==> config.mk <==
export PLATFORM = sky130hd
export DESIGN_NAME = fat12_directory_entry_decoder
export DESIGN_NICKNAME = d
export VERILOG_FILES = /design/src/rtl/dfd_pkg.sv /design/src/rtl/dfd_capture.sv /design/src/rtl/dfd_classify.sv /design/src/rtl/dfd_out_buf.sv /design/src/rtl/fat12_directory_entry_decoder.sv
export SDC_FILE = /design/constraint.sdc
export NUM_CORES = 1
export LEC_CHECK = 0
export BUFFER_PORTS_ARGS = -buffer_cell sky130_fd_sc_hd__buf_2
export CAP_MARGIN = 30
export CORE_UTILIZATION = 25
export CTS_CLUSTER_DIAMETER = 200
export DETAILED_ROUTE_END_ITERATION = 10
export PLACE_DENSITY = 0.52
export SLEW_MARGIN = 30
export SYNTH_ARGS = -nofsm -noshare
export SYNTH_HDL_FRONTEND = slang
export SYNTH_SLANG_ARGS = --single-unit
==> constraint.sdc <==
create_clock -name clk_i -period 18.5 [get_ports clk_i]
set_input_delay 0.925 -clock clk_i [delete_from_list [all_inputs] [get_ports clk_i]]
set_output_delay 0.925 -clock clk_i [all_outputs]
set_load 0.02 [all_outputs]
==> src/rtl/dfd_pkg.sv <==
// ----------------------------------------------------------------------------
// dfd_pkg
// Shared types and constants for the FAT12 directory entry decoder.
// ----------------------------------------------------------------------------
package dfd_pkg;

  localparam int unsigned PosW = 5;

  localparam logic [PosW-1:0] POS_LEAD      = 5'd0;
  localparam logic [PosW-1:0] POS_ATTR      = 5'd11;
  localparam logic [PosW-1:0] POS_TIME_LO   = 5'd14;
  localparam logic [PosW-1:0] POS_TIME_HI   = 5'd15;
  localparam logic [PosW-1:0] POS_DATE_LO   = 5'd16;
  localparam logic [PosW-1:0] POS_DATE_HI   = 5'd17;
  localparam logic [PosW-1:0] POS_CLUST_LO  = 5'd26;
  localparam logic [PosW-1:0] POS_CLUST_HI  = 5'd27;
  localparam logic [PosW-1:0] POS_SIZE_B0   = 5'd28;
  localparam logic [PosW-1:0] POS_SIZE_B1   = 5'd29;
  localparam logic [PosW-1:0] POS_SIZE_B2   = 5'd30;
  localparam logic [PosW-1:0] POS_SIZE_B3   = 5'd31;
  localparam logic [PosW-1:0] POS_LAST      = 5'd31;

  localparam logic [7:0]  LEAD_END      = 8'h00;
  localparam logic [7:0]  LEAD_DELETED  = 8'hE5;
  localparam logic [7:0]  ATTR_LONGNAME = 8'h0F;
  localparam int unsigned ATTR_DIR_BIT  = 4;
  localparam logic [11:0] YEAR_BASE     = 12'd1980;

  typedef enum logic [2:0] {
    KIND_FILE      = 3'd0,
    KIND_DIR       = 3'd1,
    KIND_DELETED   = 3'd2,
    KIND_LONGNAME  = 3'd3,
    KIND_RESERVED  = 3'd4,
    KIND_END       = 3'd5,
    KIND_AFTER_END = 3'd6
  } kind_e;

  typedef struct packed {
    logic        ended;
    logic [7:0]  lead;
    logic [7:0]  attr;
    logic [15:0] tm;
    logic [15:0] dt;
    logic [15:0] cluster;
    logic [31:0] size;
  } entry_t;

  typedef struct packed {
    kind_e       entry_kind;
    logic [7:0]  attributes;
    logic [15:0] first_cluster;
    logic [31:0] file_size;
    logic [11:0] year;
    logic [3:0]  month;
    logic [4:0]  day;
    logic [4:0]  hour;
    logic [5:0]  minute;
    logic [5:0]  second;
  } result_t;

endpackage

==> src/rtl/dfd_capture.sv <==
// ----------------------------------------------------------------------------
// dfd_capture
// Byte position counter and field capture registers for one directory entry.
// ----------------------------------------------------------------------------
module dfd_capture import dfd_pkg::*; (
  input  logic         clk_i,
  input  logic         rst_ni,
  input  logic         accept_i,
  input  logic [7:0]   data_byte_i,
  input  logic         start_of_directory_i,
  output logic         last_o,
  output entry_t       entry_o
);

  logic [PosW-1:0] pos_q, pos_d, pos_eff;
  logic            ended_q, ended_d, ended_eff;
  logic [7:0]      lead_q, lead_d;
  logic [7:0]      attr_q, attr_d;
  logic [15:0]     time_q, time_d;
  logic [15:0]     date_q, date_d;
  logic [15:0]     clust_q, clust_d;
  logic [31:0]     size_q, size_d;
  logic            last;

  assign pos_eff   = start_of_directory_i ? '0 : pos_q;
  assign ended_eff = start_of_directory_i ? 1'b0 : ended_q;
  assign last      = accept_i && (pos_eff == POS_LAST);

  always_comb begin
    lead_d  = lead_q;
    attr_d  = attr_q;
    time_d  = time_q;
    date_d  = date_q;
    clust_d = clust_q;
    size_d  = size_q;
    case (pos_eff)
      POS_LEAD:     lead_d          = data_byte_i;
      POS_ATTR:     attr_d          = data_byte_i;
      POS_TIME_LO:  time_d[7:0]     = data_byte_i;
      POS_TIME_HI:  time_d[15:8]    = data_byte_i;
      POS_DATE_LO:  date_d[7:0]     = data_byte_i;
      POS_DATE_HI:  date_d[15:8]    = data_byte_i;
      POS_CLUST_LO: clust_d[7:0]    = data_byte_i;
      POS_CLUST_HI: clust_d[15:8]   = data_byte_i;
      POS_SIZE_B0:  size_d[7:0]     = data_byte_i;
      POS_SIZE_B1:  size_d[15:8]    = data_byte_i;
      POS_SIZE_B2:  size_d[23:16]   = data_byte_i;
      POS_SIZE_B3:  size_d[31:24]   = data_byte_i;
      default: ;
    endcase
    pos_d   = pos_eff + 1'b1;
    ended_d = ended_eff | (last && (lead_q == LEAD_END));
  end

  always_ff @(posedge clk_i or negedge rst_ni) begin
    if (!rst_ni) begin
      pos_q   <= '0;
      ended_q <= 1'b0;
      lead_q  <= '0;
      attr_q  <= '0;
      time_q  <= '0;
      date_q  <= '0;
      clust_q <= '0;
      size_q  <= '0;
    end else if (accept_i) begin
      pos_q   <= pos_d;
      ended_q <= ended_d;
      lead_q  <= lead_d;
      attr_q  <= attr_d;
      time_q  <= time_d;
      date_q  <= date_d;
      clust_q <= clust_d;
      size_q  <= size_d;
    end
  end

  assign last_o = last;

  always_comb begin
    entry_o         = '0;
    entry_o.ended   = ended_eff;
    entry_o.lead    = lead_q;
    entry_o.attr    = attr_q;
    entry_o.tm      = time_q;
    entry_o.dt      = date_q;
    entry_o.cluster = clust_q;
    entry_o.size    = size_d;
  end

endmodule

==> src/rtl/dfd_classify.sv <==
// ----------------------------------------------------------------------------
// dfd_classify
// Classify a captured entry and unpack cluster, size, date and time.
// ----------------------------------------------------------------------------
module dfd_classify import dfd_pkg::*; (
  input  entry_t  entry_i,
  output result_t result_o
);

  kind_e kind;
  logic  keep;

  always_comb begin
    if (entry_i.ended) begin
      kind = KIND_AFTER_END;
    end else if (entry_i.lead == LEAD_END) begin
      kind = KIND_END;
    end else if (entry_i.lead == LEAD_DELETED) begin
      kind = KIND_DELETED;
    end else if (entry_i.attr == ATTR_LONGNAME) begin
      kind = KIND_LONGNAME;
    end else if (entry_i.cluster[15:1] == 15'd0) begin
      kind = KIND_RESERVED;
    end else if (entry_i.attr[ATTR_DIR_BIT]) begin
      kind = KIND_DIR;
    end else begin
      kind = KIND_FILE;
    end
    keep = (kind == KIND_FILE) || (kind == KIND_DIR);

    result_o            = '0;
    result_o.entry_kind = kind;
    if (keep) begin
      result_o.attributes    = entry_i.attr;
      result_o.first_cluster = entry_i.cluster;
      result_o.file_size     = entry_i.size;
      result_o.year          = YEAR_BASE + {5'd0, entry_i.dt[15:9]};
      result_o.month         = entry_i.dt[8:5];
      result_o.day           = entry_i.dt[4:0];
      result_o.hour          = entry_i.tm[15:11];
      result_o.minute        = entry_i.tm[10:5];
      result_o.second        = {entry_i.tm[4:0], 1'b0};
    end
  end

endmodule

==> src/rtl/dfd_out_buf.sv <==
// ----------------------------------------------------------------------------
// dfd_out_buf
// Result register with a skid stage behind it.
// ----------------------------------------------------------------------------
module dfd_out_buf import dfd_pkg::*; (
  input  logic    clk_i,
  input  logic    rst_ni,
  input  logic    push_i,
  input  result_t result_i,
  output logic    space_o,
  output logic    out_valid_o,
  input  logic    out_ready_i,
  output result_t result_o
);

  logic    out_valid_q, skid_valid_q;
  result_t out_q, skid_q;
  logic    pop;

  assign pop = out_valid_q && out_ready_i;

  always_ff @(posedge clk_i or negedge rst_ni) begin
    if (!rst_ni) begin
      out_valid_q  <= 1'b0;
      skid_valid_q <= 1'b0;
    end else if (skid_valid_q) begin
      if (pop) begin
        skid_valid_q <= 1'b0;
      end
    end else if (push_i) begin
      if (!out_valid_q || pop) begin
        out_valid_q <= 1'b1;
      end else begin
        skid_valid_q <= 1'b1;
      end
    end else if (pop) begin
      out_valid_q <= 1'b0;
    end
  end

  always_ff @(posedge clk_i) begin
    if (skid_valid_q) begin
      if (pop) begin
        out_q <= skid_q;
      end
    end else if (push_i) begin
      if (!out_valid_q || pop) begin
        out_q <= result_i;
      end else begin
        skid_q <= result_i;
      end
    end
  end

  assign space_o     = !skid_valid_q;
  assign out_valid_o = out_valid_q;
  assign result_o    = out_q;

  a_skid_implies_out: assert property (@(posedge clk_i) disable iff (!rst_ni)
    skid_valid_q |-> out_valid_q)
    else $error("skid stage holds a result while the output register is empty");

  a_skid_drains: assert property (@(posedge clk_i) disable iff (!rst_ni)
    skid_valid_q && pop |=> !skid_valid_q && out_valid_q)
    else $error("skid stage did not drain into the output register");

endmodule

==> src/rtl/fat12_directory_entry_decoder.sv <==
// ----------------------------------------------------------------------------
// fat12_directory_entry_decoder
// Decode FAT12 directory entries from a byte stream.
// ----------------------------------------------------------------------------
// Input channel: in_valid_i / in_ready_o carry one raw byte of the directory
// region per transaction, with start_of_directory_i set on the first byte of
// a new directory (clears the byte position and the end-of-directory flag).
// Output channel: out_valid_o / out_ready_i carry one entry result per 32
// input bytes: kind, attributes, start cluster, size and unpacked date/time.
// Kinds other than file or directory report all other fields as zero.
// An entry result enters the result register (the skid stage if that is held)
// as its 32nd byte is accepted. One byte per cycle while in_ready_o is high.
// A result register plus a skid stage decouple the channels; in_ready_o
// drops only when both hold a result, i.e. after the receiver stalls
// across two results (64 bytes).
// Reset clears the byte position, the captured fields, the end flag and the
// valid flags of both output stages.
// ----------------------------------------------------------------------------
module fat12_directory_entry_decoder import dfd_pkg::*; (
  input  logic        clk_i,
  input  logic        rst_ni,
  input  logic        in_valid_i,
  output logic        in_ready_o,
  input  logic [7:0]  data_byte_i,
  input  logic        start_of_directory_i,
  output logic        out_valid_o,
  input  logic        out_ready_i,
  output logic [2:0]  entry_kind_o,
  output logic [7:0]  attributes_o,
  output logic [15:0] first_cluster_o,
  output logic [31:0] file_size_o,
  output logic [11:0] year_o,
  output logic [3:0]  month_o,
  output logic [4:0]  day_o,
  output logic [4:0]  hour_o,
  output logic [5:0]  minute_o,
  output logic [5:0]  second_o
);

  logic    accept, last, space;
  entry_t  entry;
  result_t result, result_q;

  assign accept     = in_valid_i && space;
  assign in_ready_o = space;

  dfd_capture u_capture (
    .clk_i                (clk_i),
    .rst_ni               (rst_ni),
    .accept_i             (accept),
    .data_byte_i          (data_byte_i),
    .start_of_directory_i (start_of_directory_i),
    .last_o               (last),
    .entry_o              (entry)
  );

  dfd_classify u_classify (
    .entry_i  (entry),
    .result_o (result)
  );

  dfd_out_buf u_out_buf (
    .clk_i       (clk_i),
    .rst_ni      (rst_ni),
    .push_i      (last),
    .result_i    (result),
    .space_o     (space),
    .out_valid_o (out_valid_o),
    .out_ready_i (out_ready_i),
    .result_o    (result_q)
  );

  assign entry_kind_o    = result_q.entry_kind;
  assign attributes_o    = result_q.attributes;
  assign first_cluster_o = result_q.first_cluster;
  assign file_size_o     = result_q.file_size;
  assign year_o          = result_q.year;
  assign month_o         = result_q.month;
  assign day_o           = result_q.day;
  assign hour_o          = result_q.hour;
  assign minute_o        = result_q.minute;
  assign second_o        = result_q.second;

  a_other_kinds_zero: assert property (@(posedge clk_i) disable iff (!rst_ni)
    out_valid_o && entry_kind_o != KIND_FILE && entry_kind_o != KIND_DIR |->
      attributes_o == '0 && first_cluster_o == '0 && file_size_o == '0 &&
      year_o == '0 && month_o == '0 && day_o == '0 && hour_o == '0 &&
      minute_o == '0 && second_o == '0)
    else $error("non file entry carries field data");

  a_year_floor: assert property (@(posedge clk_i) disable iff (!rst_ni)
    out_valid_o && (entry_kind_o == KIND_FILE || entry_kind_o == KIND_DIR) |->
      year_o >= YEAR_BASE && first_cluster_o[15:1] != '0)
    else $error("file entry with bad year or reserved cluster");

  a_stall_only_when_full: assert property (@(posedge clk_i) disable iff (!rst_ni)
    !in_ready_o |-> out_valid_o)
    else $error("input stalled with no result pending");

endmodule

Word level (Yosys, flattened, before mapping)
Cells that the tools add are included.

Bitwise gates (word level): 3. Reductions and logical operators: 26. Equal/unequal tests: 16. Mux-type cells: 24. Add/subtract/negate cells: 2.

Operators by type and width (number): 97-bit two-way mux (4); 94-bit two-way mux (1); 5-bit equality test (second input constant) (8); 8-bit two-way mux (4); 2-bit AND reduction (8); 5-bit by 4-bit equality test with 1-bit output (second input constant) (3); 15-bit zero test (1); 3-bit two-way mux (5); 11-bit by 7-bit adder with 12-bit output (first input constant) (1); 1-bit two-way mux (9); 3-bit AND reduction (3); 8-bit by 4-bit equality test with 1-bit output (second input constant) (1); 8-bit equality test (second input constant) (1); 8-bit zero test (1); 2-bit nonzero test (3); 5-bit by 1-bit adder with 5-bit output (second input constant) (1); 5-bit zero test (1); 5-bit two-way mux (1); 1-bit logical AND (4); 3-bit by 1-bit equality test with 1-bit output (second input constant) (1); 3-bit zero test (1); 1-bit zero test (2); 1-bit logical OR (2); 2-bit by 1-bit != test with 1-bit output (second input constant) (1); other kinds (3) (4).

Bits in registers: 298. Output and inout port bits: 99. Bits of input ports: 13.

Logic depth before layout (Yosys ltp)
Word-level depth: 12. Depth in mapped cells: 9.

Cells and area by module
From an unflattened synthesis, not the netlist that was laid out.

Cell total of the unflattened synthesis: 780. Area, all modules: 12913.6 um2.

Modules (own cells, without submodules): dfd_out_buf (cells an instance 313, instances 1, area an instance 7125.6 um2); dfd_capture (cells an instance 307, instances 1, area an instance 4494.3 um2); dfd_classify (cells an instance 159, instances 1, area an instance 1287.5 um2); fat12_directory_entry_decoder (cells an instance 1, instances 1, area an instance 6.3 um2).

Least setup slack after synthesis
No wires, ideal clock.

Path type: input to register. Start point: in start_of_directory_i. End point: reg u_out_buf.skid_q[10] (netlist bit) (enable). Library setup time: 0.688 ns. Stages: 9. Required time: 17.812 ns. Setup slack: 8.474 ns. Arrival: 9.337 ns. Cell sequence: clkbuf_1 -> nand2b_1 -> inv_1 -> ha_1 -> and4b_1 -> ha_1 -> nand2_1 -> clkbuf_1 -> nor3b_1.

Cells in the longest elaborated chain, start to end: 4.

Ends and longest elaborated chain: start, declared (line fat12_directory_entry_decoder.sv:25) `input logic start_of_directory_i,`; 5-bit two-way mux (line dfd_capture.sv:25) `assign pos_eff = start_of_directory_i ? '0 : pos_q;`; 5-bit equality test (line dfd_capture.sv:27) `assign last = accept_i && (pos_eff == POS_LAST);`; 1-bit logical AND (line dfd_capture.sv:27); 3-bit AND reduction (no line); end signal, assigned (line dfd_out_buf.sv:50) `skid_q <= result_i;`; end, declared (line dfd_out_buf.sv:17) `result_t out_q, skid_q;`.

No other way between the ends. A chain may end at the register's enable or synchronous reset.

Worst setup path after layout
Start point: in start_of_directory_i. End point: reg u_out_buf.skid_q[6] (netlist bit) (enable).

Same word-level chain as after synthesis.

==> results.toml <==
[cts]
cts_setup_buffers = 0
holdBufCountCts = 0
clockRootBuffer = "clkbuf_16"
clk_pin_slew_worst_paths_ns = 0.06
cts_buffers = 30
worstSkewPairLatency_ns = 0.57
cts.repair.resized = 0
cts_tree = "built"
cts_max_level = 1
cts_sinks = 296
cts_buffer_depth = 3

[floorplan]
rows = 81
die_w_um = 224.8
io-pin-count = 112
die_h_um = 224.8
core_area_mm2 = 0.04895
start_util = 0.2535
die-area_mm2 = 0.05054

[logic_synthesis]
synthTopCellsByCount = "192 x edfxtp_1, 164 x nand2_1, 104 x dfrtp_1, 93 x mux2_2, 57 x o21ai_0"
yosysSeqAreaShare = 0.6743
async_flop_share = 0.3514
synth_cells = 920
syn_area_per_cell_um2 = 13.49
synth.largest_area_cell = "edfxtp_1"
ys_seq_elements = 296
ys.flop_type = "edfxtp_1"
syn_area_mm2 = 0.01241
synth_edf_count = 192
synth_top_area_frac = 0.4646
ys_types = 47
synth_fp_nets = 941
yosysWarnings = 0
synth_most_common_cell = "edfxtp_1"
synthTopCellsByArea = "edfxtp_1 46%, dfrtp_1 21%, mux2_2 8.4%"

[drt]
wl_per_cell_um = 17.28
drc = 0
routed_wl_um = 29420
dr.pass1.iters = 4
drtIter0Drc = 422
ant_nets = 0
num_vias = 7297
via_per_inst = 4.285

[worst_setup_path]
r2r_cells = 8
worst_path_most_repeated_cell = "ha_1"
cp.arrival_ns = 4.03
crit_buf_inv = 3
path_depth = 9
path_max_fanout = 83
path_class = "in -> reg"
cpLargestDelayFamily = "simple AND/OR/NAND/NOR gates"
crit_path_start_kind = "input pin"
r2r_end = "u_out_buf.skid_q[6]"
regToRegSetupSlack_ns = 14.95
crit_start = "start_of_directory_i"
required_ns = 18.68
crit_slowest_cell = "buf_6"
worstPathCellList = "buf_2 -> nand2b_1 -> inv_1 -> ha_1 -> and4b_1 -> ha_1 -> nand2_1 -> nor3b_2 -> buf_6"
reg2reg_from = "u_capture.pos_q[0]"
cp_slowest_stage_delay_ns = 0.65
end_kind = "flip-flop"

[sta]
max_freq_mhz = 259.7
maxSlewViolCount = 0
setup_violations = 0
hold_violations = 0
finClkSkew_ns = 0.01313
fin_crit_ns = 3.851
finalCritPeriodShare = 0.2082
tightest_slew_ns = 0.9348
rsz0062_at_grt = "no"
fin_tns_setup_ns = 0
relSlewSlack = 0.3686

[grt]
grt_pass1_vias = 7339
grt_pass1_wl_um = 44690
grt_remaining_overflow = 0
antenna_found_initial = 9
grt_max_degree = 96
grtUsageTotal = 0.1158

[job]
drv_cap = 0

[finish]
area_growth_pct = 16.78
fin_nets = 1034
layout-drive-gt1-share = 0.2565
fillers = 5012
design_area_mm2 = 0.01449
ff_latch_area_mm2 = 0.008372
multiInputGateArea_mm2 = 0.003710

[placement]
routabilityCongestion = 0.7072
dp_hpwl_um = 18110
portBuffers = 110
place_area_mm2 = 0.01356

[hold_path]
worstHoldPathType = "in -> async"

[power_and_ir_drop]
leakagePower_nw = 6.083
power.density_mw_per_mm2 = 90.36
vdd_ir_drop_max_mv = 0.06247

[outcome]
outcome = "finished clean"
## where the power goes
group	switching (W)	total, W	leakage (nW)	internal [W]
sequential	0.00000712	0.000714	3.64	0.000707
combinational	0.0000222	0.0000333	2.00	0.0000111
clock	0.000248	0.000562	0.442	0.000314
## registers in the layout (all words and copies together), names as in the netlist, 5 cells and up
register / flops
u_out_buf.result_o: 96
u_out_buf.skid_q: 96
u_capture.size_q: 32
u_capture.clust_q: 16
u_capture.date_q: 16
u_capture.time_q: 16
u_capture.attr_q: 8
u_capture.lead_q: 8
u_capture.pos_q: 5
## cell usage in the layout (no fill, tap or decap), types with 8 or more instances in the layout
cell	synthesis	routed
buf_4	12	9
clkbuf_16	0	31
and2_1	54	54
o21ai_0	57	57
dfrtp_1	104	103
ha_1	8	8
o31ai_1	40	40
clkbuf_1	37	11
buf_2	4	109
mux2i_1	32	32
mux2_2	93	93
edfxtp_1	192	192
nand2_1	164	164
nor2_1	40	40
## worst max path at each step
stage / endpoint / slack (ns)
after floorplan: u_out_buf.skid_q[10] / 8.47
after global placement: u_out_buf.skid_q[21] / 13.90
after detailed placement: u_out_buf.skid_q[13] / 13.99
after CTS: u_out_buf.skid_q[22] / 14.59
after global routing: u_out_buf.skid_q[6] / 14.34
final: u_out_buf.skid_q[6] / 14.65
## area by class of cell
cell class,count,share of cell area
inverters,7,0.001813
clock inverters,12,0.003626
repair buffers,120,0.04498
flip-flops and latches,296,0.5777
multi-input cells,558,0.2560
clock buffers,44,0.05828
diodes,2,0.0003453
well taps,664,0.05733
## per-stage QoR
stage               utilization  hold slack, ns  worst slack (ns)   power, W  instances
floorplan                     -          0.4648             8.474  0.0007449        920
global placement         0.2770          0.4831             13.90  0.0007606       1644
detailed placement       0.2771          0.4904             13.99  0.0007616       1644
CTS                      0.2954          0.3859             14.59   0.001330       1700
global route             0.2960          0.4197             14.34   0.001354       1702
finish                   0.2961          0.3861             14.65   0.001310       1703
## metal layers
| metal | track usage | routed length [um] | share of wire |
|---|---|---|---|
| met5 | 0 | 85 | 0.0029 |
| met4 | 0.03752 | 589 | 0.020 |
| met2 | 0.1851 | 13610 | 0.46 |
| met1 | 0.1569 | 13680 | 0.46 |
| met3 | 0.02312 | 1454 | 0.049 |
## logic make-up after synthesis
family                     count (synthesis)  share of synthesized area
AOI/OAI and AO/OA                        116                    0.05787
muxes                                    130                     0.1147
xor gates and xnor gates                   2                   0.001412
DFF                                      296                     0.6743
adders and majority gates                  8                   0.008066
and+or+nand+nor                          301                     0.1157
other                                      1                  0.0003022
buffers and inverters                     66                    0.02762
No activity file was read; power rests on OpenSTA's default activity.
